**config.mk**
```make
export PLATFORM = sky130hd
export DESIGN_NAME = calendar_date_arithmetic_top_flat
export DESIGN_NICKNAME = d
export VERILOG_FILES = /design/src/hdl/cda_pkg.sv /design/src/hdl/cda_if.sv /design/src/hdl/cda_ctrl.sv /design/src/hdl/cda_datapath.sv /design/src/hdl/calendar_date_arithmetic_top.sv /design/src/flat_wrapper.sv
export SDC_FILE = /design/constraint.sdc
export NUM_CORES = 1
export LEC_CHECK = 0
export ABC_AREA = 1
export BUFFER_PORTS_ARGS = -buffer_cell sky130_fd_sc_hd__buf_4
export CAP_MARGIN = 20
export CORE_ASPECT_RATIO = 0.5
export CORE_UTILIZATION = 45
export CTS_CLUSTER_SIZE = 12
export DETAILED_ROUTE_END_ITERATION = 8
export GPL_ROUTABILITY_DRIVEN = 0
export PLACE_DENSITY = 0.69
export SYNTH_ARGS = -nofsm -noshare
export SYNTH_HDL_FRONTEND = slang
export SYNTH_SLANG_ARGS = --single-unit
```
**constraint.sdc**
```tcl
create_clock -name clk -period 9.05 [get_ports clk]
set_input_delay 1.3575 -clock clk [delete_from_list [all_inputs] [get_ports clk]]
set_output_delay 1.3575 -clock clk [all_outputs]
set_load 0.1 [all_outputs]
```
**src/hdl/cda_pkg.sv**
```systemverilog
`timescale 1ns / 1ps

package cda_pkg;

    localparam int MAX_YEAR    = 9999;
    localparam int CMD_W       = 3;
    localparam int YEAR_W      = 14;
    localparam int MONTH_W     = 4;
    localparam int DAY_W       = 5;
    localparam int COUNT_W     = 22;
    localparam int DIFF_W      = 23;
    localparam int SERIAL_W    = 22;
    localparam int ACC_W       = SERIAL_W + 2;
    localparam int OFF_W       = 12;
    localparam int YLEN_W      = 9;

    // year / 100 as (year * RECIP_100) >> RECIP_SHIFT, exact for every 14-bit year
    localparam int RECIP_W     = 13;
    localparam int RECIP_100   = 5243;
    localparam int RECIP_SHIFT = 19;
    localparam int MUL_W       = YEAR_W + RECIP_W;
    localparam int QUOT_W      = MUL_W - RECIP_SHIFT;

    localparam int LAST_SERIAL = MAX_YEAR * 365 + MAX_YEAR / 4 - MAX_YEAR / 100
                                 + MAX_YEAR / 400 - 1;
    localparam int DIFF_LIMIT  = 4194303;

    typedef enum logic [CMD_W-1:0] {
        CMD_ADD   = 3'd0,
        CMD_SUB   = 3'd1,
        CMD_DIFF  = 3'd2,
        CMD_CMP   = 3'd3,
        CMD_CHECK = 3'd4
    } op_t;

    typedef struct packed {
        logic load_in;
        logic sel_b;
        logic mul;
        logic div;
        logic term;
        logic sum;
        logic arith;
        logic year_step;
        logic rem;
        logic month_step;
        logic load_out;
    } dp_cmd_t;

    typedef struct packed {
        logic walk;
        logic year_more;
        logic month_more;
    } dp_stat_t;

    // days in a common year before the first of month m
    function automatic logic [8:0] days_before_month(input logic [MONTH_W-1:0] m);
        logic [8:0] v;
        unique case (m)
            4'd2:    v = 9'd31;
            4'd3:    v = 9'd59;
            4'd4:    v = 9'd90;
            4'd5:    v = 9'd120;
            4'd6:    v = 9'd151;
            4'd7:    v = 9'd181;
            4'd8:    v = 9'd212;
            4'd9:    v = 9'd243;
            4'd10:   v = 9'd273;
            4'd11:   v = 9'd304;
            4'd12:   v = 9'd334;
            default: v = 9'd0;
        endcase
        return v;
    endfunction

    // length of month m, zero for a month outside 1 to 12
    function automatic logic [DAY_W-1:0] month_days(input logic [MONTH_W-1:0] m,
                                                    input logic leap);
        logic [DAY_W-1:0] v;
        unique case (m)
            4'd1, 4'd3, 4'd5, 4'd7, 4'd8, 4'd10, 4'd12: v = 5'd31;
            4'd4, 4'd6, 4'd9, 4'd11:                    v = 5'd30;
            4'd2:    v = leap ? 5'd29 : 5'd28;
            default: v = 5'd0;
        endcase
        return v;
    endfunction

endpackage

```
**src/hdl/cda_if.sv**
```systemverilog
`timescale 1ns / 1ps

interface cda_req_if import cda_pkg::*; ();
    logic                 valid;
    logic                 ready;
    logic [CMD_W-1:0]     command;
    logic [YEAR_W-1:0]    year_a;
    logic [MONTH_W-1:0]   month_a;
    logic [DAY_W-1:0]     day_a;
    logic [COUNT_W-1:0]   day_count;
    logic [YEAR_W-1:0]    year_b;
    logic [MONTH_W-1:0]   month_b;
    logic [DAY_W-1:0]     day_b;

    modport source (
        output valid, command, year_a, month_a, day_a, day_count, year_b, month_b, day_b,
        input  ready
    );
    modport sink (
        input  valid, command, year_a, month_a, day_a, day_count, year_b, month_b, day_b,
        output ready
    );
endinterface

interface cda_rsp_if import cda_pkg::*; ();
    logic                     valid;
    logic                     ready;
    logic [YEAR_W-1:0]        result_year;
    logic [MONTH_W-1:0]       result_month;
    logic [DAY_W-1:0]         result_day;
    logic signed [DIFF_W-1:0] day_difference;
    logic                     is_less;
    logic                     is_equal;
    logic                     is_greater;
    logic                     date_valid;
    logic                     out_of_range;

    modport source (
        output valid, result_year, result_month, result_day, day_difference,
               is_less, is_equal, is_greater, date_valid, out_of_range,
        input  ready
    );
    modport sink (
        input  valid, result_year, result_month, result_day, day_difference,
               is_less, is_equal, is_greater, date_valid, out_of_range,
        output ready
    );
endinterface

```
**src/hdl/cda_ctrl.sv**
```systemverilog
`timescale 1ns / 1ps

module cda_ctrl import cda_pkg::*; (
    input  logic     clk,
    input  logic     rst_n,
    input  logic     req_valid,
    output logic     req_ready,
    output logic     rsp_valid,
    input  logic     rsp_ready,
    output dp_cmd_t  ctl,
    input  dp_stat_t stat
);

    typedef enum logic [8:0] {
        ST_IDLE  = 9'b000000001,
        ST_MUL   = 9'b000000010,
        ST_DIV   = 9'b000000100,
        ST_TERM  = 9'b000001000,
        ST_SUM   = 9'b000010000,
        ST_ARITH = 9'b000100000,
        ST_YEAR  = 9'b001000000,
        ST_MONTH = 9'b010000000,
        ST_FIN   = 9'b100000000
    } state_t;

    state_t state_reg, state_next;
    logic   sel_b_reg, sel_b_next;
    logic   rsp_valid_reg, rsp_valid_next;

    always_comb
    begin
        state_next = state_reg;
        sel_b_next = sel_b_reg;
        ctl        = '0;
        ctl.sel_b  = sel_b_reg;
        unique case (state_reg)
            ST_IDLE:
            begin
                if (req_valid)
                begin
                    ctl.load_in = 1'b1;
                    sel_b_next  = 1'b0;
                    state_next  = ST_MUL;
                end
            end
            ST_MUL:
            begin
                ctl.mul    = 1'b1;
                state_next = ST_DIV;
            end
            ST_DIV:
            begin
                ctl.div    = 1'b1;
                state_next = ST_TERM;
            end
            ST_TERM:
            begin
                ctl.term   = 1'b1;
                state_next = ST_SUM;
            end
            ST_SUM:
            begin
                ctl.sum = 1'b1;
                // serial of date A done, go round again for date B
                if (!sel_b_reg)
                begin
                    sel_b_next = 1'b1;
                    state_next = ST_MUL;
                end
                else
                begin
                    state_next = ST_ARITH;
                end
            end
            ST_ARITH:
            begin
                ctl.arith  = 1'b1;
                state_next = stat.walk ? ST_YEAR : ST_FIN;
            end
            ST_YEAR:
            begin
                if (stat.year_more)
                begin
                    ctl.year_step = 1'b1;
                end
                else
                begin
                    ctl.rem    = 1'b1;
                    state_next = ST_MONTH;
                end
            end
            ST_MONTH:
            begin
                if (stat.month_more)
                begin
                    ctl.month_step = 1'b1;
                end
                else
                begin
                    state_next = ST_FIN;
                end
            end
            ST_FIN:
            begin
                // hold until the output register is free
                if (!rsp_valid_reg || rsp_ready)
                begin
                    ctl.load_out = 1'b1;
                    state_next   = ST_IDLE;
                end
            end
            default:
            begin
                state_next = ST_IDLE;
            end
        endcase
    end

    assign rsp_valid_next = ctl.load_out | (rsp_valid_reg & ~rsp_ready);
    assign req_ready      = (state_reg == ST_IDLE);
    assign rsp_valid      = rsp_valid_reg;

    always_ff @(posedge clk or negedge rst_n)
    begin
        if (!rst_n)
        begin
            state_reg     <= ST_IDLE;
            sel_b_reg     <= 1'b0;
            rsp_valid_reg <= 1'b0;
        end
        else
        begin
            state_reg     <= state_next;
            sel_b_reg     <= sel_b_next;
            rsp_valid_reg <= rsp_valid_next;
        end
    end

endmodule

```
**src/hdl/cda_datapath.sv**
```systemverilog
`timescale 1ns / 1ps

module cda_datapath import cda_pkg::*; (
    input  logic                     clk,
    input  dp_cmd_t                  ctl,
    output dp_stat_t                 stat,
    input  logic [CMD_W-1:0]         command,
    input  logic [YEAR_W-1:0]        year_a,
    input  logic [MONTH_W-1:0]       month_a,
    input  logic [DAY_W-1:0]         day_a,
    input  logic [COUNT_W-1:0]       day_count,
    input  logic [YEAR_W-1:0]        year_b,
    input  logic [MONTH_W-1:0]       month_b,
    input  logic [DAY_W-1:0]         day_b,
    output logic [YEAR_W-1:0]        result_year,
    output logic [MONTH_W-1:0]       result_month,
    output logic [DAY_W-1:0]         result_day,
    output logic signed [DIFF_W-1:0] day_difference,
    output logic                     is_less,
    output logic                     is_equal,
    output logic                     is_greater,
    output logic                     date_valid,
    output logic                     out_of_range
);

    // captured command
    logic [CMD_W-1:0]    op_reg;
    logic [YEAR_W-1:0]   ya_reg, yb_reg;
    logic [MONTH_W-1:0]  ma_reg, mb_reg;
    logic [DAY_W-1:0]    da_reg, db_reg;
    logic [COUNT_W-1:0]  cnt_reg;

    // date-to-serial unit, shared by A and B
    logic [MUL_W-1:0]    mul_reg;
    logic [QUOT_W-1:0]   q_reg;
    logic                leap_reg;
    logic                rz_reg;
    logic [ACC_W-1:0]    t1_reg;
    logic [OFF_W-1:0]    t2_reg;
    logic                va_reg, vb_reg;
    logic [SERIAL_W-1:0] ser_a_reg, ser_b_reg;

    // serial-to-date walk
    logic [SERIAL_W-1:0] n_reg;
    logic [SERIAL_W-1:0] base_reg;
    logic [YEAR_W-1:0]   yy_reg;
    logic [1:0]          c4_reg;
    logic [6:0]          c100_reg;
    logic [1:0]          cq_reg;
    logic [MONTH_W-1:0]  mm_reg;

    logic                oor_reg;
    logic [DIFF_W-1:0]   diff_reg;

    // output register
    logic [YEAR_W-1:0]   result_year_reg;
    logic [MONTH_W-1:0]  result_month_reg;
    logic [DAY_W-1:0]    result_day_reg;
    logic [DIFF_W-1:0]   day_difference_reg;
    logic                is_less_reg, is_equal_reg, is_greater_reg;
    logic                date_valid_reg, out_of_range_reg;

    logic [YEAR_W-1:0]   y_sel;
    logic [MONTH_W-1:0]  m_sel;
    logic [DAY_W-1:0]    d_sel;
    logic [QUOT_W-1:0]   q_w;
    logic [YEAR_W-1:0]   hund_w;
    logic                rz_w, leap_w;
    logic [YEAR_W-1:0]   p_w;
    logic [ACC_W-1:0]    t1_w;
    logic [QUOT_W-1:0]   p100_w, p400_w;
    logic [OFF_W-1:0]    t2_w;
    logic                valid_w;
    logic [ACC_W-1:0]    ser_w;

    logic                is_add, is_sub, is_diff, walk_w;
    logic [ACC_W-1:0]    sa_w, sum_add_w, sum_sub_w, dw_w;
    logic [ACC_W-1:0]    n_sat_w, d_sat_w;
    logic                n_oor_w, d_oor_w;

    logic                leap_loop;
    logic [YLEN_W-1:0]   ylen_w;
    logic [DAY_W-1:0]    mdays_w;

    logic                lt_w, eq_w, ok_w;

    assign y_sel = ctl.sel_b ? yb_reg : ya_reg;
    assign m_sel = ctl.sel_b ? mb_reg : ma_reg;
    assign d_sel = ctl.sel_b ? db_reg : da_reg;

    // century quotient and leap flag of the selected year
    assign q_w    = mul_reg[RECIP_SHIFT +: QUOT_W];
    assign hund_w = YEAR_W'(q_w) * YEAR_W'(100);
    assign rz_w   = (y_sel == hund_w);
    assign leap_w = (y_sel[1:0] == 2'd0) && (!rz_w || (q_w[1:0] == 2'd0));

    // days before the year: p*365 + p/4 - p/100 + p/400 with p = y - 1
    assign p_w    = y_sel - YEAR_W'(1);
    assign t1_w   = ACC_W'(p_w) * ACC_W'(365) + ACC_W'(p_w >> 2);
    assign p100_w = q_reg - QUOT_W'(rz_reg);
    assign p400_w = p100_w >> 2;
    assign t2_w   = OFF_W'(days_before_month(m_sel))
                  + OFF_W'(leap_reg && (m_sel > 4'd2))
                  + OFF_W'(d_sel) - OFF_W'(1)
                  + OFF_W'(p400_w) - OFF_W'(p100_w);
    assign valid_w = (y_sel != '0) && (y_sel <= YEAR_W'(MAX_YEAR))
                  && (d_sel != '0) && (d_sel <= month_days(m_sel, leap_reg));
    assign ser_w  = t1_reg + {{(ACC_W-OFF_W){t2_reg[OFF_W-1]}}, t2_reg};

    // add, subtract and difference with saturation
    assign is_add    = (op_reg == CMD_ADD);
    assign is_sub    = (op_reg == CMD_SUB);
    assign is_diff   = (op_reg == CMD_DIFF);
    assign walk_w    = va_reg && (is_add || is_sub);
    assign sa_w      = ACC_W'(ser_a_reg);
    assign sum_add_w = sa_w + ACC_W'(cnt_reg);
    assign sum_sub_w = sa_w - ACC_W'(cnt_reg);
    assign dw_w      = sa_w - ACC_W'(ser_b_reg);

    always_comb
    begin
        n_sat_w = is_add ? sum_add_w : sum_sub_w;
        n_oor_w = 1'b0;
        if (is_add && (sum_add_w > ACC_W'(LAST_SERIAL)))
        begin
            n_sat_w = ACC_W'(LAST_SERIAL);
            n_oor_w = 1'b1;
        end
        else if (is_sub && sum_sub_w[ACC_W-1])
        begin
            n_sat_w = '0;
            n_oor_w = 1'b1;
        end
    end

    always_comb
    begin
        d_sat_w = dw_w;
        d_oor_w = 1'b0;
        if ($signed(dw_w) > $signed(ACC_W'(DIFF_LIMIT)))
        begin
            d_sat_w = ACC_W'(DIFF_LIMIT);
            d_oor_w = 1'b1;
        end
        else if ($signed(dw_w) < $signed(ACC_W'(-DIFF_LIMIT)))
        begin
            d_sat_w = ACC_W'(-DIFF_LIMIT);
            d_oor_w = 1'b1;
        end
    end

    // year walk keeps year mod 4, year mod 100 and (year / 100) mod 4
    assign leap_loop = (c4_reg == 2'd0) && ((c100_reg != 7'd0) || (cq_reg == 2'd0));
    assign ylen_w    = leap_loop ? YLEN_W'(366) : YLEN_W'(365);
    assign mdays_w   = month_days(mm_reg, leap_loop);

    assign stat.walk       = walk_w;
    assign stat.year_more  = (ACC_W'(base_reg) + ACC_W'(ylen_w)) <= ACC_W'(n_reg);
    assign stat.month_more = (mm_reg < 4'd12) && (n_reg >= SERIAL_W'(mdays_w));

    // field-wise compare of the raw dates
    always_comb
    begin
        priority if (ya_reg != yb_reg)
            lt_w = (ya_reg < yb_reg);
        else if (ma_reg != mb_reg)
            lt_w = (ma_reg < mb_reg);
        else
            lt_w = (da_reg < db_reg);
    end
    assign eq_w = (ya_reg == yb_reg) && (ma_reg == mb_reg) && (da_reg == db_reg);

    always_comb
    begin
        unique case (op_reg)
            CMD_ADD, CMD_SUB, CMD_CHECK: ok_w = va_reg;
            CMD_DIFF, CMD_CMP:           ok_w = va_reg && vb_reg;
            default:                     ok_w = 1'b0;
        endcase
    end

    always_ff @(posedge clk)
    begin
        if (ctl.load_in)
        begin
            op_reg  <= command;
            ya_reg  <= year_a;
            ma_reg  <= month_a;
            da_reg  <= day_a;
            cnt_reg <= day_count;
            yb_reg  <= year_b;
            mb_reg  <= month_b;
            db_reg  <= day_b;
        end
        if (ctl.mul)
            mul_reg <= MUL_W'(y_sel) * MUL_W'(RECIP_100);
        if (ctl.div)
        begin
            q_reg    <= q_w;
            rz_reg   <= rz_w;
            leap_reg <= leap_w;
        end
        if (ctl.term)
        begin
            t1_reg <= t1_w;
            t2_reg <= t2_w;
            if (ctl.sel_b)
                vb_reg <= valid_w;
            else
                va_reg <= valid_w;
        end
        if (ctl.sum)
        begin
            if (ctl.sel_b)
                ser_b_reg <= ser_w[SERIAL_W-1:0];
            else
                ser_a_reg <= ser_w[SERIAL_W-1:0];
        end
        if (ctl.arith)
        begin
            oor_reg  <= (walk_w && n_oor_w) || (is_diff && va_reg && vb_reg && d_oor_w);
            diff_reg <= (is_diff && va_reg && vb_reg) ? d_sat_w[DIFF_W-1:0] : '0;
            base_reg <= '0;
            yy_reg   <= YEAR_W'(1);
            c4_reg   <= 2'd1;
            c100_reg <= 7'd1;
            cq_reg   <= 2'd0;
        end
        if (ctl.year_step)
        begin
            base_reg <= base_reg + SERIAL_W'(ylen_w);
            yy_reg   <= yy_reg + YEAR_W'(1);
            c4_reg   <= c4_reg + 2'd1;
            if (c100_reg == 7'd99)
            begin
                c100_reg <= 7'd0;
                cq_reg   <= cq_reg + 2'd1;
            end
            else
            begin
                c100_reg <= c100_reg + 7'd1;
            end
        end
        if (ctl.rem)
            mm_reg <= 4'd1;
        else if (ctl.month_step)
            mm_reg <= mm_reg + 4'd1;

        priority if (ctl.arith)
            n_reg <= n_sat_w[SERIAL_W-1:0];
        else if (ctl.rem)
            n_reg <= n_reg - base_reg;
        else if (ctl.month_step)
            n_reg <= n_reg - SERIAL_W'(mdays_w);
        else
            n_reg <= n_reg;

        if (ctl.load_out)
        begin
            if (walk_w)
            begin
                result_year_reg  <= yy_reg;
                result_month_reg <= mm_reg;
                result_day_reg   <= n_reg[DAY_W-1:0] + DAY_W'(1);
            end
            else
            begin
                result_year_reg  <= ya_reg;
                result_month_reg <= ma_reg;
                result_day_reg   <= da_reg;
            end
            day_difference_reg <= diff_reg;
            is_less_reg        <= (op_reg == CMD_CMP) && lt_w;
            is_equal_reg       <= (op_reg == CMD_CMP) && eq_w;
            is_greater_reg     <= (op_reg == CMD_CMP) && !lt_w && !eq_w;
            date_valid_reg     <= ok_w;
            out_of_range_reg   <= oor_reg;
        end
    end

    assign result_year    = result_year_reg;
    assign result_month   = result_month_reg;
    assign result_day     = result_day_reg;
    assign day_difference = $signed(day_difference_reg);
    assign is_less        = is_less_reg;
    assign is_equal       = is_equal_reg;
    assign is_greater     = is_greater_reg;
    assign date_valid     = date_valid_reg;
    assign out_of_range   = out_of_range_reg;

endmodule

```
**src/hdl/calendar_date_arithmetic_top.sv**
```systemverilog
`timescale 1ns / 1ps

// Gregorian date calculator: one command per transfer on req, one result per transfer
// on rsp. It adds or subtracts a day count to date A, gives the signed days from date B
// to date A, compares A with B field by field, or checks date A; dates run from
// 0001-01-01 to MAX_YEAR-12-31 and a result past either end saturates and raises
// out_of_range. Both dates are first turned into day numbers, one after the other, by
// one shared unit in steps (multiply, divide, terms, sum). Add and subtract then walk
// the result back into a date one year per cycle and one month per cycle. One command
// is in work at a time; a finished result waits in the output register while the next
// command is taken.
module calendar_date_arithmetic_top import cda_pkg::*; (
    input logic        clk,
    input logic        rst_n,
    cda_req_if.sink    req,
    cda_rsp_if.source  rsp
);

    dp_cmd_t  ctl;
    dp_stat_t stat;

    cda_ctrl u_ctrl (
        .clk       (clk),
        .rst_n     (rst_n),
        .req_valid (req.valid),
        .req_ready (req.ready),
        .rsp_valid (rsp.valid),
        .rsp_ready (rsp.ready),
        .ctl       (ctl),
        .stat      (stat)
    );

    cda_datapath u_datapath (
        .clk            (clk),
        .ctl            (ctl),
        .stat           (stat),
        .command        (req.command),
        .year_a         (req.year_a),
        .month_a        (req.month_a),
        .day_a          (req.day_a),
        .day_count      (req.day_count),
        .year_b         (req.year_b),
        .month_b        (req.month_b),
        .day_b          (req.day_b),
        .result_year    (rsp.result_year),
        .result_month   (rsp.result_month),
        .result_day     (rsp.result_day),
        .day_difference (rsp.day_difference),
        .is_less        (rsp.is_less),
        .is_equal       (rsp.is_equal),
        .is_greater     (rsp.is_greater),
        .date_valid     (rsp.date_valid),
        .out_of_range   (rsp.out_of_range)
    );

endmodule

```
**src/flat_wrapper.sv**
```systemverilog
// flat-port wrapper written by rule: the top's interface ports become plain ports
module calendar_date_arithmetic_top_flat import cda_pkg::*;
  (clk, rst_n, req_valid, req_command, req_year_a, req_month_a, req_day_a, req_day_count, req_year_b, req_month_b, req_day_b, req_ready, rsp_valid, rsp_result_year, rsp_result_month, rsp_result_day, rsp_day_difference, rsp_is_less, rsp_is_equal, rsp_is_greater, rsp_date_valid, rsp_out_of_range, rsp_ready);
  cda_req_if req_i ();
  cda_rsp_if rsp_i ();
  input logic clk;
  input logic rst_n;
  input wire logic [$bits(req_i.valid)-1:0] req_valid;
  input wire logic [$bits(req_i.command)-1:0] req_command;
  input wire logic [$bits(req_i.year_a)-1:0] req_year_a;
  input wire logic [$bits(req_i.month_a)-1:0] req_month_a;
  input wire logic [$bits(req_i.day_a)-1:0] req_day_a;
  input wire logic [$bits(req_i.day_count)-1:0] req_day_count;
  input wire logic [$bits(req_i.year_b)-1:0] req_year_b;
  input wire logic [$bits(req_i.month_b)-1:0] req_month_b;
  input wire logic [$bits(req_i.day_b)-1:0] req_day_b;
  output wire logic [$bits(req_i.ready)-1:0] req_ready;
  output wire logic [$bits(rsp_i.valid)-1:0] rsp_valid;
  output wire logic [$bits(rsp_i.result_year)-1:0] rsp_result_year;
  output wire logic [$bits(rsp_i.result_month)-1:0] rsp_result_month;
  output wire logic [$bits(rsp_i.result_day)-1:0] rsp_result_day;
  output wire logic [$bits(rsp_i.day_difference)-1:0] rsp_day_difference;
  output wire logic [$bits(rsp_i.is_less)-1:0] rsp_is_less;
  output wire logic [$bits(rsp_i.is_equal)-1:0] rsp_is_equal;
  output wire logic [$bits(rsp_i.is_greater)-1:0] rsp_is_greater;
  output wire logic [$bits(rsp_i.date_valid)-1:0] rsp_date_valid;
  output wire logic [$bits(rsp_i.out_of_range)-1:0] rsp_out_of_range;
  input wire logic [$bits(rsp_i.ready)-1:0] rsp_ready;
  assign req_i.valid = req_valid;
  assign req_i.command = req_command;
  assign req_i.year_a = req_year_a;
  assign req_i.month_a = req_month_a;
  assign req_i.day_a = req_day_a;
  assign req_i.day_count = req_day_count;
  assign req_i.year_b = req_year_b;
  assign req_i.month_b = req_month_b;
  assign req_i.day_b = req_day_b;
  assign req_ready = req_i.ready;
  assign rsp_valid = rsp_i.valid;
  assign rsp_result_year = rsp_i.result_year;
  assign rsp_result_month = rsp_i.result_month;
  assign rsp_result_day = rsp_i.result_day;
  assign rsp_day_difference = rsp_i.day_difference;
  assign rsp_is_less = rsp_i.is_less;
  assign rsp_is_equal = rsp_i.is_equal;
  assign rsp_is_greater = rsp_i.is_greater;
  assign rsp_date_valid = rsp_i.date_valid;
  assign rsp_out_of_range = rsp_i.out_of_range;
  assign rsp_i.ready = rsp_ready;
  calendar_date_arithmetic_top u_core (.clk(clk), .rst_n(rst_n), .req(req_i), .rsp(rsp_i));
endmodule
```
---- Yosys cells after proc, flatten, opt, wreduce, memory -nomap -nowiden ----
Memory sizes are Yosys's and may differ from the RTL's.
Cells that the tools add are included.
cells by class
  add/subtract/negate cells ............... 22
  $mul .................................... 3
  divide/modulo/power cells ............... 0
  $lt $le $gt $ge ......................... 12
  equal/unequal tests ..................... 48
  shift-type cells ........................ 0
  multiplexer cells ....................... 61
  bitwise gates (word level) .............. 5
  reduce and logical (&&, ||, !) cells .... 54
operator list
  kind                                                             number
  2-to-1 mux 22 bit                                                9
  case mux 9 bit (9 select lines)                                  1
  2-to-1 mux 14 bit                                                4
  subtractor 22 x 22 -> 23 bit                                     2
  2-to-1 mux 9 bit                                                 5
  equality test 4 bit, second input constant                       10
  equality test 4 x 3 -> 1 bit, second input constant              8
  case mux 5 bit (3 select lines)                                  2
  equality test 14 bit                                             2
  multiplier 14 x 13 -> 27 bit, second input constant              1
  adder 22 x 22 -> 23 bit                                          1
  adder 22 x 9 -> 23 bit                                           1
  greater-than comparator 23 x 22 -> 1 bit, second input constant  1
  greater-than comparator 23 bit, second input constant            1
  less-or-equal comparator 23 x 22 -> 1 bit                        1
  less-than comparator 23 bit, second input constant               1
  2-to-1 mux 23 bit                                                1
  adder 22 x 12 -> 22 bit                                          1
  adder 22 bit                                                     1
  adder 22 x 9 -> 22 bit                                           1
  greater-or-equal comparator 22 x 5 -> 1 bit                      1
  multiplier 14 x 9 -> 22 bit, second input constant               1
  2-to-1 mux 1 bit                                                 22
  subtractor 22 bit                                                1
  other kinds (66)                                                 126
storage, ports and cells
  bits in registers ....................... 347
  bits in latches ......................... 0
  RAM bits ................................ 0
  memory bits (read-only) ................. 144
  output and inout port bits .............. 53
  memories ................................ 1
memory list
  memory           depth  width  rd ports  clocked after Yosys merged registers in  write ports  line           source
  (no name shown)  16     9      1         0                                        0            cda_pkg.sv:59  unique case (m)

---- Logic depth before layout (Yosys ltp) ----
Gate-level depths: netlist (run 1).
  depth in word-level cells ............... 12
  gate-level depth with buffers ........... 35
  depth with buffers taken out ............ 33

---- Modules after synthesis ----
A second synthesis (run 1) with hierarchy kept.
second synthesis, totals
  cells, all modules ...................... 3581
  area, all modules ....................... 30275.3 sq um
modules (own cells, without submodules)
  module        instances  cells each  area an instance (sq um)
  cda_datapath  1          3474        29547.1
  cda_ctrl      1          107         728.2

---- Worst setup path after synthesis (run 1) ----
No wires, ideal clock.
  kind .................................... register -> register
  start point ............................. reg u_core.u_ctrl.sel_b_reg
  end point ............................... reg u_core.u_datapath.t1_reg[14], data pin
  data arrival time ....................... 6.434 ns
  required time ........................... 8.785 ns
  path slack .............................. 2.350 ns
  stages on the path, launching flop included .. 31
  path buffers ............................ 3
  cells stage by stage .................... dfrtp_1 buf_4 clkbuf_1 clkbuf_1 o21ai_0 ha_1 nand2_1 nand2_1 nand2_1 nand2_1 nand2_1 nand2_1 xor2_1 inv_1 ha_1 inv_1 fa_1 inv_1 fa_1 fa_1 inv_1 fa_1 inv_1 ha_1 nand2_1 o31ai_1 a21oi_1 o21ai_0 inv_1 o21ai_0 xor2_1
on the way
  cells in the longest elaborated chain, start to end .. 4
ends and longest elaborated chain
  what                             line                 source
  start, declared                  cda_ctrl.sv:27       logic sel_b_reg, sel_b_next;
  start signal, assigned           cda_ctrl.sv:134      sel_b_reg <= sel_b_next;
  2-to-1 mux 14 bit (*)            cda_datapath.sv:87   assign y_sel = ctl.sel_b ? yb_reg : ya_reg;
  subtractor 14 x 1 -> 14 bit (*)  cda_datapath.sv:98   assign p_w = y_sel - YEAR_W'(1);
  multiplier 14 x 9 -> 22 bit      cda_datapath.sv:99   assign t1_w = ACC_W'(p_w) * ACC_W'(365) + ACC_W'(p_w >> 2);
  adder 22 x 12 -> 22 bit (*)      cda_datapath.sv:99
  via u_core.u_datapath.t1_w[14]   cda_datapath.sv:70   logic [ACC_W-1:0] t1_w;
  end signal, assigned             cda_datapath.sv:205  t1_reg <= t1_w;
  end, declared                    cda_datapath.sv:38   logic [ACC_W-1:0] t1_reg;
The timed path passes the listed nets; every way through them passes the cells marked *.
A chain may end at the register's enable or synchronous reset.

---- Worst setup path after layout (run 1) ----
Same ends and word-level chain as after synthesis.

==> results.md, run 1 <==
- Data arrival time of the critical path: 8.28 ns
- CTS-repair resized insts: 0
- Result of the run: finished with violations
- Crit-path max FO: 26
- CTS tree: yes
- Number of clock buffers inserted by TritonCTS: 36
- Pre-Repair DR Iteration Count: 7
- Number of distinct standard cells referenced by the synthesized netlist: 59
- Flop and latch count out of synthesis: 328
- DRC Markers: 4
- # Post-CTS Setup Buffers: 0
- Ratio of final minimum period to clock period: 0.8847
- RSZ-0062 raised after global routing: no
- Ranking of synthesized cells by area: edfxtp_1 (31%), ha_1 (17%), fa_1 (9.0%)
- Maximum number of pins on one net before global-route repair: 73
- Sinks on Clock Net: 328
- H-Tree Depth: 2
- Number of endpoints with negative hold slack in the final report: 0
- Synthesis warning total: 0
- Setup Crit Path Kind: reg2reg
- Top cell types by occurrence after synthesis: nand2_1 (668), inv_1 (648), ha_1 (414)
- Number of cell instances on the worst register-to-register path: 29
- Final Core Density: 0.5086
- Post-Synthesis Cell Area: 30320 sq um
- Number of cell rows: 66
- Number of synthesized flops with an enable pin: 311
- Final setup skew: 0.03709 ns
- Wire length of the first global-routing pass: 118.7 mm
- Post-synthesis instance total: 3561
- Post-layout minimum cycle time: 8.007 ns
- Mean area per synthesized cell: 8.514 sq um
- Antenna-violating nets left: 0
- Worst path top cell family by delay: adder cells
- Total wire length after detailed routing: 74.45 mm
- Part of the Yosys area used for sequential elements: 0.3211
- Starting Density: 0.4606
- Top FF cell, synth: edfxtp_1
- Vias after detailed routing: 24.23k
- Worst min-delay path startpoint: u_core.u_datapath.diff_reg[1]
- Maximum clock frequency: 124.9 MHz
- Signed area change from the synthesized netlist to the final layout: 10.42%
- Complex-gate fraction of the synthesized area: 0.09785
- Half-perimeter wire length after detailed placement: 61.46 mm
- Buffers added on ports: 127
- Largest incremental delay on the critical path: 0.92 ns
- Vertical extent of the die: 185.5 microns
- Number of buffer and inverter instances along the worst setup path: 8
- Multiplexer fraction of the synthesized cell area: 0
- Number of antenna violations at the first check in global routing: 1
- Hold path depth: 0
- Root Buffer Master: clkbuf_16
- CTS Hold Buffers Added: 0
- CP startpoint kind: flip-flop
- Area share of and/or/nand/nor cells after synthesis: 0.1820
- Number of nets produced by synthesis: 4186
- Slack of the worst reg-to-reg path: 1.04 ns
- Worst min-delay path class: reg2reg
- Final-stage net count: 4332
- Crit. End Element: flip-flop
- Combinational family with the most area after synthesis: adder cells
- Reg-to-reg endpoint: u_core.u_datapath.t1_reg[14]
- Transition time of the tightest slew-check pin: 1.055 ns
- Fraction of synthesized cell area in xor and xnor cells: 0.04738
- Critical-path cell with the highest stage delay: dfrtp_1
- Average wire per standard cell: 16.14 microns
- Max Cap Violations: 0
- Global-route usage over all layers: 0.2161
- Share of flip-flops with an asynchronous set or reset after synthesis: 0.03354
- Clock slew seen by the registers of the worst setup and hold paths: 0.06 ns
- Hold Worst Slack: 0.4060 ns
- Slew margin rel.: 0.2970
- Maximum count of clock buffers along a single path: 3
- Violated checks: design-rule violations
- Critical path required time: 9.32 ns
- # IOs: 128
- Adder and majority cell fraction of the synthesized area: 0.2607
- Share of Yosys cell area claimed by the top area cell type: 0.3080
- Hold path endpoint: u_core.u_datapath.day_difference[1]
- X dimension of the die: 369.1 microns
- Critical register-to-register path startpoint: u_core.u_ctrl.sel_b_reg
- Via count of the first global-routing pass: 23.57k
- Final setup vio count: 0
- Proportion of layout cells with a drive suffix above 1: 0.07564
- Cell type with the highest aggregate area in the netlist: edfxtp_1
- Detail-routed via count per cell: 5.251
- Leading cell type by number of instances after synthesis: nand2_1
- Grt ovf: 0
- Setup tns final: 0 ns
- Area of the die: 68480 sq um
- Number of pins with negative max-slew slack in the final report: 0
- CORE AREA: 65820 sq um
- DRC marker count from the first detailed-route iteration: 1741
- Clk_lat worst skew: 0.56 ns
## stage by stage
step | std cells | worst slack (ns) | instance area (sq um)
after global routing | 4613 | 0.4593 | 33480
after floorplan | 3561 | 2.350 | 30320
after CTS | 4609 | 1.156 | 33430
after detailed placement | 4550 | 1.206 | 32310
final | 4613 | 1.043 | 33480
after global placement | 4549 | 1.423 | 32290
## layout by cell type, fill, tap and decap left out, types with 59 or more instances in the layout
cell	instances
a21oi_1	234
buf_4	148
edfxtp_1	311
fa_1	136
ha_1	414
inv_1	648
nand2_1	667
nand3_1	149
nand4_1	59
nor2_1	271
o21ai_0	168
xor2_1	109
## logic make-up (layout without fill, tap and decap cells)
logic type,after synthesis,after routing
AO/OA/AOI/OAI,531,531
XOR/XNOR,164,164
adder cells (fa/ha/maj),550,550
buffers and inverters,704,871
flip-flops,328,328
other,0,1
AND/OR/NAND/NOR,1284,1284
## layer usage
metal	track usage	share of wire	up-vias
met5	0	0	-
met4	0.05477	0.022	0
met3	0.03101	0.053	101
met2	0.3697	0.47	589
met1	0.2879	0.45	11460
li1	-	-	12080
## final cells by class
| class | count | area, sq um |
|---|---|---|
| diodes | 1 | 2.502 |
| repair buffers | 152 | 1165 |
| flip-flops and latches | 328 | 9736 |
| clock inverters | 10 | 93.84 |
| well taps | 884 | 1106 |
| inverters | 660 | 2477 |
| fillers | 6013 | 32340 |
| multi-input cells | 2529 | 17860 |
| clock buffers | 49 | 1032 |
## worst max path at each step
| stage | startpoint | to | slack (ns) | depth (start not counted) |
|---|---|---|---|---|
| 5_1_grt | u_core.u_ctrl.sel_b_reg | u_core.u_datapath.t1_reg[15] | 0.46 | 31 |
| 4_1_cts | u_core.u_ctrl.sel_b_reg | u_core.u_datapath.t1_reg[14] | 1.16 | 29 |
| 6_report | u_core.u_ctrl.sel_b_reg | u_core.u_datapath.t1_reg[14] | 1.04 | 29 |
| 3_5_place_dp | u_core.u_ctrl.sel_b_reg | u_core.u_datapath.t1_reg[14] | 1.21 | 29 |
| 2_1_floorplan | u_core.u_ctrl.sel_b_reg | u_core.u_datapath.t1_reg[14] | 2.35 | 30 |
| 3_3_place_gp | u_core.u_ctrl.sel_b_reg | u_core.u_datapath.t1_reg[14] | 1.42 | 29 |
Power of run 1 is not shown: default switching activity piles up to over one toggle a cycle in this logic, so the estimate is an artifact.
==> run 2, diff against run 1 <==
- ABC_AREA: 1 -> unset
==> run 2 against run 1 <==
Net effect: the flow now finishes without violations; non-clock buffer count fell by 1; die area shrank 5.6%; setup slack improved by 0.067 ns; final cell count fell by 17%; cell area is 4.9% lower; register-to-register slack better by 0.07 ns; clock-buffer cell count is 5 higher; via count decreased by 15%; critical path type unchanged.
==> results.md, run 2 <==
- Maximum clock frequency: 126.0 MHz (was 124.9 MHz)
- Crit-path max FO: 12 (was 26)
- Maximum number of pins on one net before global-route repair: 73 (unchanged)
- Leading cell type by number of instances after synthesis: inv_1 (was nand2_1)
- Vias after detailed routing: 20.69k (was 24.23k)
- Ratio of final minimum period to clock period: 0.8773 (was 0.8847)
- CP startpoint kind: flip-flop (unchanged)
- Number of synthesized flops with an enable pin: 311 (unchanged)
- Setup tns final: 0 ns (unchanged)
- Global-route usage over all layers: 0.2049 (was 0.2161)
- Post-synthesis instance total: 2854 (was 3561)
- Number of pins with negative max-slew slack in the final report: 0 (unchanged)
- Reg-to-reg endpoint: u_core.u_datapath.t1_reg[19] (was u_core.u_datapath.t1_reg[14])
- Slack of the worst reg-to-reg path: 1.11 ns (was 1.04 ns)
- H-Tree Depth: 2 (unchanged)
- Final-stage net count: 3614 (was 4332)
- Multi-input combinational cell area: 16990 sq um (was 17860 sq um)
- Root Buffer Master: clkbuf_16 (unchanged)
- Proportion of layout cells with a drive suffix above 1: 0.08422 (was 0.07564)
- CTS tree: yes (unchanged)
- CORE AREA: 61980 sq um (was 65820 sq um)
- Grt ovf: 0 (unchanged)
- Cell area after layout: 31820 sq um (was 33480 sq um)
- Antenna-violating nets left: 0 (unchanged)
- Synthesis warning total: 0 (unchanged)
- Number of nets produced by synthesis: 3479 (was 4186)
- Signed area change from the synthesized netlist to the final layout: 11.21% (was 10.42%)
- Share of flip-flops with an asynchronous set or reset after synthesis: 0.03354 (unchanged)
- Pre-Repair DR Iteration Count: 7 (unchanged)
- Critical path required time: 9.35 ns (was 9.32 ns)
- Number of distinct standard cells referenced by the synthesized netlist: 82 (was 59)
- CTS Hold Buffers Added: 0 (unchanged)
- Worst min-delay path class: reg2reg (unchanged)
- Maximum count of clock buffers along a single path: 3 (unchanged)
- Setup Crit Path Kind: reg2reg (unchanged)
- Final setup skew: 0.01549 ns (was 0.03709 ns)
- Instance area after placement: 30600 sq um (was 32310 sq um)
- Data arrival time of the critical path: 8.24 ns (was 8.28 ns)
- DRC Markers: 0 (was 4)
- Mean area per synthesized cell: 10.03 sq um (was 8.514 sq um)
- Number of endpoints with negative hold slack in the final report: 0 (unchanged)
- Buffers added on ports: 127 (unchanged)
- Clk_lat worst skew: 0.55 ns (was 0.56 ns)
- Half-perimeter wire length after detailed placement: 53.39 mm (was 61.46 mm)
- Post-layout minimum cycle time: 7.939 ns (was 8.007 ns)
- Transition time of the tightest slew-check pin: 1.109 ns (was 1.055 ns)
- Area taken by flip-flops and latches: 9736 sq um (unchanged)
- CTS-repair resized insts: 0 (unchanged)
- Clock slew seen by the registers of the worst setup and hold paths: 0.07 ns (was 0.06 ns)
- Share of Yosys cell area claimed by the top area cell type: 0.3264 (was 0.3080)
- Most frequent standard cell in the layout excluding fill and tap cells: inv_1 (was nand2_1)
- Highest-count cells in the layout ignoring fill and taps: inv_1 (458), ha_1 (414), edfxtp_1 (311) (was nand2_1 (667), inv_1 (648), ha_1 (414))
- # IOs: 128 (unchanged)
- Part of the Yosys area used for sequential elements: 0.3402 (was 0.3211)
- Max Cap Violations: 0 (unchanged)
- ANT cells: 0 (was 1)
- Wire length of the first global-routing pass: 106.8 mm (was 118.7 mm)
- # Post-CTS Setup Buffers: 0 (unchanged)
- RSZ-0062 raised after global routing: no (unchanged)
- Number of cell instances on the worst register-to-register path: 27 (was 29)
- Number of inserted filler cells in the final layout: 5605 (was 6013)
- Via count of the first global-routing pass: 20.68k (was 23.57k)
- Number of clock buffers inserted by TritonCTS: 37 (was 36)
- Starting Density: 0.4617 (was 0.4606)
- Slew margin rel.: 0.2610 (was 0.2970)
- Number of antenna violations at the first check in global routing: 0 (was 1)
- Ranking of synthesized cells by area: edfxtp_1 (33%), ha_1 (18%), fa_1 (9.5%) (was edfxtp_1 (31%), ha_1 (17%), fa_1 (9.0%))
- Sinks on Clock Net: 328 (unchanged)
- Non-filler instance count after layout: 3841 (was 4613)
- Area of the die: 64660 sq um (was 68480 sq um)
- Number of cell rows: 64 (was 66)
- Top FF cell, synth: edfxtp_1 (unchanged)
- Hold path depth: 0 (unchanged)
- Post-Synthesis Cell Area: 28610 sq um (was 30320 sq um)
- Vertical extent of the die: 180.3 microns (was 185.5 microns)
- Average wire per standard cell: 17.17 microns (was 16.14 microns)
- X dimension of the die: 358.6 microns (was 369.1 microns)
- Cell type with the highest aggregate area in the netlist: edfxtp_1 (unchanged)
- Critical register-to-register path startpoint: u_core.u_ctrl.sel_b_reg (unchanged)
- Worst min-delay path startpoint: u_core.u_datapath.diff_reg[17] (was u_core.u_datapath.diff_reg[1])
- Crit. End Element: flip-flop (unchanged)
- Detail-routed via count per cell: 5.385 (was 5.251)
- Total wire length after detailed routing: 65.95 mm (was 74.45 mm)
- Number of cells in the design after placement: 3771 (was 4550)
- Hold path endpoint: u_core.u_datapath.day_difference[17] (was u_core.u_datapath.day_difference[1])
- Final setup vio count: 0 (unchanged)
- Flop and latch count out of synthesis: 328 (unchanged)
- Top cell types by occurrence after synthesis: inv_1 (458), ha_1 (414), edfxtp_1 (311) (was nand2_1 (668), inv_1 (648), ha_1 (414))
- Result of the run: completed (was finished with violations)
- DRC marker count from the first detailed-route iteration: 1350 (was 1741)
run 2: cell types whose count changed in the layout (fill, tap and decap cells not counted), sizes merged, moves of 38 or more:
cell   change
a21o      +38
a21oi    -108
inv      -199
nand2    -499
nand3    -106
nor2     -109
o21ai     -68
xnor2    +106
xor2      -56
run 2: stage by stage:
| step | hold WS (ns) | setup WS [ns] | utilization |
|---|---|---|---|
| after CTS | 0.4178 | 1.081 | 0.5124 |
| final | 0.4204 | 1.111 | 0.5134 |
| after global placement | 0.4034 | 1.229 | 0.4934 |
| after detailed placement | 0.4045 | 1.136 | 0.4936 |
| after floorplan | 0.4003 | 0.9942 | - |
| after global routing | 0.4236 | 0.4466 | 0.5134 |
run 2: cells by family (layout without fill, tap and decap cells):
family	count (synthesis)	after routing	synth area share
multiplexers	29	29	0.01032
AO/OA/AOI/OAI	524	524	0.1200
adder cells (fa/ha/maj)	550	550	0.2762
buffers and inverters	514	676	0.06830
XOR/XNOR	214	214	0.06550
flip-flops	328	328	0.3402
AND/OR/NAND/NOR	695	695	0.1195
run 2: how the worst max path moves through the flow:
stage / slack, ns / to / depth (start not counted) / from
2_1_floorplan: 0.99 / u_core.u_datapath.t1_reg[19] / 30 / u_core.u_ctrl.sel_b_reg
3_3_place_gp: 1.23 / u_core.u_datapath.t1_reg[19] / 27 / u_core.u_ctrl.sel_b_reg
3_5_place_dp: 1.14 / u_core.u_datapath.t1_reg[17] / 28 / u_core.u_ctrl.sel_b_reg
4_1_cts: 1.08 / u_core.u_datapath.t1_reg[17] / 28 / u_core.u_ctrl.sel_b_reg
5_1_grt: 0.45 / u_core.u_datapath.t1_reg[17] / 28 / u_core.u_ctrl.sel_b_reg
6_report: 1.11 / u_core.u_datapath.t1_reg[19] / 27 / u_core.u_ctrl.sel_b_reg
run 2: layout make-up:
class / instances / share of cell area
Multi-Input combinational cell: 2012 / 0.5340
Clock buffer: 54 / 0.03240
Tap cell: 825 / 0.03244
Clock inverter: 12 / 0.004050
Inverter: 459 / 0.05414
Timing Repair Buffer: 151 / 0.03704
Sequential cell: 328 / 0.3059
run 2: critical path, cell delays in order (launching register included):
cell      delay, ns
dfrtp_1        0.70
mux2i_1        0.71
ha_1           0.26
inv_1          0.04
o21ai_0        0.26
nand2_1        0.09
nand2_1        0.10
a21boi_0       0.18
xnor2_1        0.31
inv_1          0.11
ha_1           0.35
inv_1          0.10
fa_1           0.54
inv_1          0.05
fa_1           0.46
fa_1           0.54
inv_1          0.05
fa_1           0.52
inv_1          0.04
ha_1           0.37
a21oi_1        0.15
nor2b_1        0.05
o21ai_0        0.34
nand2_1        0.12
o311ai_0       0.55
a21oi_1        0.18
o31a_1         0.29
o31a_1         0.23
run 2: metal layers:
| metal | up-vias | share of wire | GRT usage |
|---|---|---|---|
| met5 | - | 0 | 0 |
| met4 | 0 | 0.017 | 0.04102 |
| met3 | 78 | 0.040 | 0.02228 |
| met2 | 408 | 0.48 | 0.3474 |
| met1 | 10040 | 0.46 | 0.2833 |
| li1 | 10160 | - | - |
Power of run 2 is left out for the same reason.
==> run 3, diff against run 2 <==
- SYNTH_HIERARCHICAL: unset -> 1
==> run 3 against run 2 <==
Net effect: hold slack got worse by 0.0039 ns; global-route usage decreased by 0.72 points; setup slack improved by 0.18 ns; synthesized cell count decreased by 1.7%; critical path type unchanged.
==> results.md, run 3 <==
- Slack of the worst reg-to-reg path: 1.29 ns (was 1.11 ns)
- Final setup vio count: 0 (unchanged)
- Worst min-delay path class: reg2reg (unchanged)
- Synthesis warning total: 6 (was 0)
- Number of pins with negative max-slew slack in the final report: 0 (unchanged)
- Number of cell rows: 64 (unchanged)
- CP startpoint kind: flip-flop (unchanged)
- Final-stage net count: 3558 (was 3614)
- Setup tns final: 0 ns (unchanged)
- Ratio of final minimum period to clock period: 0.8574 (was 0.8773)
- Vias after detailed routing: 20.28k (was 20.69k)
- Maximum clock frequency: 128.9 MHz (was 126.0 MHz)
- Top cell types by occurrence after synthesis: inv_1 (458), ha_1 (413), edfxtp_1 (311) (was inv_1 (458), ha_1 (414), edfxtp_1 (311))
- Most frequent standard cell in the layout excluding fill and tap cells: inv_1 (unchanged)
- Slew margin rel.: 0.3242 (was 0.2610)
- Average wire per standard cell: 16.99 microns (was 17.17 microns)
- Highest-count cells in the layout ignoring fill and taps: inv_1 (457), ha_1 (413), edfxtp_1 (311) (was inv_1 (458), ha_1 (414), edfxtp_1 (311))
- Signed area change from the synthesized netlist to the final layout: 10.28% (was 11.21%)
- Buffers added on ports: 127 (unchanged)
- DRC marker count from the first detailed-route iteration: 1269 (was 1350)
- Critical-path cell with the highest stage delay: fa_1 (was mux2i_1)
- Final setup skew: 0.03150 ns (was 0.01549 ns)
- Post-Synthesis Cell Area: 28660 sq um (was 28610 sq um)
- CORE AREA: 61980 sq um (unchanged)
- RSZ-0062 raised after global routing: no (unchanged)
- Mean area per synthesized cell: 10.22 sq um (was 10.03 sq um)
- Launch point of the worst path: u_core/u_ctrl/sel_b_reg (was u_core.u_ctrl.sel_b_reg)
- Number of cell instances on the worst register-to-register path: 30 (was 27)
- Ranking of synthesized cells by area: edfxtp_1 (33%), ha_1 (18%), fa_1 (9.5%) (unchanged)
- Grt ovf: 0 (unchanged)
- Transition time of the tightest slew-check pin: 0.9855 ns (was 1.109 ns)
- Data arrival time of the critical path: 8.02 ns (was 8.24 ns)
- Reg-to-reg endpoint: u_core/u_datapath/t1_reg[21] (was u_core.u_datapath.t1_reg[19])
- Share of Yosys cell area claimed by the top area cell type: 0.3259 (was 0.3264)
- M3 GR Usage: 0.02023 (was 0.02228)
- Critical path required time: 9.31 ns (was 9.35 ns)
- Grt peak-use layer: met2 (unchanged)
- # IOs: 128 (unchanged)
- GR Util met2: 0.3481 (was 0.3474)
- Maximum number of pins on one net before global-route repair: 52 (was 73)
- Number of endpoints with negative hold slack in the final report: 0 (unchanged)
- Result of the run: completed (unchanged)
- DRC Markers: 0 (unchanged)
- Clk_lat worst skew: 0.54 ns (was 0.55 ns)
- Starting Density: 0.4624 (was 0.4617)
- Crit-path max FO: 30 (was 12)
- Via count of the first global-routing pass: 20.25k (was 20.68k)
- Leading cell type by number of instances after synthesis: inv_1 (unchanged)
- Proportion of layout cells with a drive suffix above 1: 0.09097 (was 0.08422)
- Max Cap Violations: 0 (unchanged)
- Root Buffer Master: clkbuf_16 (unchanged)
- Instance area after placement: 30550 sq um (was 30600 sq um)
- Clock slew seen by the registers of the worst setup and hold paths: 0.06 ns (was 0.07 ns)
- ANT cells: 0 (unchanged)
- Number of nets produced by synthesis: 3429 (was 3479)
- CTS Hold Buffers Added: 0 (unchanged)
- X dimension of the die: 358.9 microns (was 358.6 microns)
- Pre-Repair DR Iteration Count: 5 (was 7)
- Antenna-violating nets left: 0 (unchanged)
- Number of clock buffers inserted by TritonCTS: 35 (was 37)
- Cell type with the highest aggregate area in the netlist: edfxtp_1 (unchanged)
- Critical path capture point: u_core/u_datapath/t1_reg[21] (was u_core.u_datapath.t1_reg[19])
- Detail-routed via count per cell: 5.363 (was 5.385)
- Post-synthesis instance total: 2805 (was 2854)
- Setup Crit Path Kind: reg2reg (unchanged)
- Wire length of the first global-routing pass: 104.3 mm (was 106.8 mm)
- CTS-repair resized insts: 0 (unchanged)
- H-Tree Depth: 2 (unchanged)
- Number of antenna violations at the first check in global routing: 0 (unchanged)
- Global-route usage over all layers: 0.1977 (was 0.2049)
- Vertical extent of the die: 180.4 microns (was 180.3 microns)
- CTS tree: yes (unchanged)
- # Post-CTS Setup Buffers: 0 (unchanged)
- Crit. End Element: flip-flop (unchanged)
- Hold path depth: 0 (unchanged)
- Cell area after layout: 31600 sq um (was 31820 sq um)
- Post-layout minimum cycle time: 7.759 ns (was 7.939 ns)
- Critical register-to-register path startpoint: u_core/u_ctrl/sel_b_reg (was u_core.u_ctrl.sel_b_reg)
- Share of flip-flops with an asynchronous set or reset after synthesis: 0.03354 (unchanged)
- Number of synthesized flops with an enable pin: 311 (unchanged)
- Total wire length after detailed routing: 64.24 mm (was 65.95 mm)
- Flop and latch count out of synthesis: 328 (unchanged)
- Top FF cell, synth: edfxtp_1 (unchanged)
- Global routing met1 resource utilization: 0.2620 (was 0.2833)
- Maximum count of clock buffers along a single path: 3 (unchanged)
- Largest incremental delay on the critical path: 0.55 ns (was 0.71 ns)
- Number of distinct standard cells referenced by the synthesized netlist: 94 (was 82)
- Half-perimeter wire length after detailed placement: 51.74 mm (was 53.39 mm)
- Sinks on Clock Net: 328 (unchanged)
- Part of the Yosys area used for sequential elements: 0.3397 (was 0.3402)
- Area of the die: 64760 sq um (was 64660 sq um)
==> run 3: cell type report <==
cell class	instances	area (sq um)
sequential	328	9736
inverter	460	1727
tap	825	1032
timing repair buffer	147	1109
clock inverter	8	63.81
clock buffer	52	969.7
fill	5508	30380
multi-input combinational	1962	16970
==> run 3: per-stage QoR <==
step / cells / utilization / setup WS, ns / hold slack, ns
5_1_grt: 3782 / 0.5099 / 0.7492 / 0.4216
3_3_place_gp: 3720 / 0.4929 / 1.609 / 0.4041
2_1_floorplan: 2805 / - / 1.260 / 0.4003
3_5_place_dp: 3720 / 0.4929 / 1.398 / 0.4045
4_1_cts: 3780 / 0.5095 / 1.347 / 0.4179
6_report: 3782 / 0.5099 / 1.291 / 0.4165
==> run 3: kinds of logic after synthesis <==
| group | share of synthesized area |
|---|---|
| multiplexers | 0.01812 |
| flip-flops | 0.3397 |
| XOR/XNOR | 0.06571 |
| AND/OR/NAND/NOR | 0.1106 |
| buffers and inverters | 0.06912 |
| adder cells (fa/ha/maj) | 0.2753 |
| AO/OA/AOI/OAI | 0.1213 |
==> run 3: critical path: cells and delay by family (launching register included) <==
kind            cells  cell delay, ns
compound gates      7            1.81
xor+xnor            2            0.27
fa+ha+maj           7            2.90
buf+inv             6            1.09
flops               1            0.40
simple gates        8            1.01
==> run 3: how the worst min path moves through the flow <==
stage,start,to,slack [ns]
after floorplan,u_core/u_datapath/diff_reg[0],u_core/u_datapath/day_difference[0],0.40
after global placement,u_core/u_datapath/diff_reg[8],u_core/u_datapath/day_difference[8],0.40
after detailed placement,u_core/u_datapath/diff_reg[17],u_core/u_datapath/day_difference[17],0.40
after CTS,u_core/u_datapath/diff_reg[8],u_core/u_datapath/day_difference[8],0.42
after global routing,u_core/u_datapath/diff_reg[19],u_core/u_datapath/day_difference[19],0.42
final,u_core/u_datapath/diff_reg[8],u_core/u_datapath/day_difference[8],0.42
==> run 3: layer usage <==
layer  part of all wire  vias to the layer above  wire [microns]
li1                   -                     9971               -
met1               0.46                     9825           29240
met2               0.49                      398           31220
met3              0.040                       88            2549
met4              0.019                        0            1227
met5                  0                        -               0
Power of run 3 is left out for the same reason.
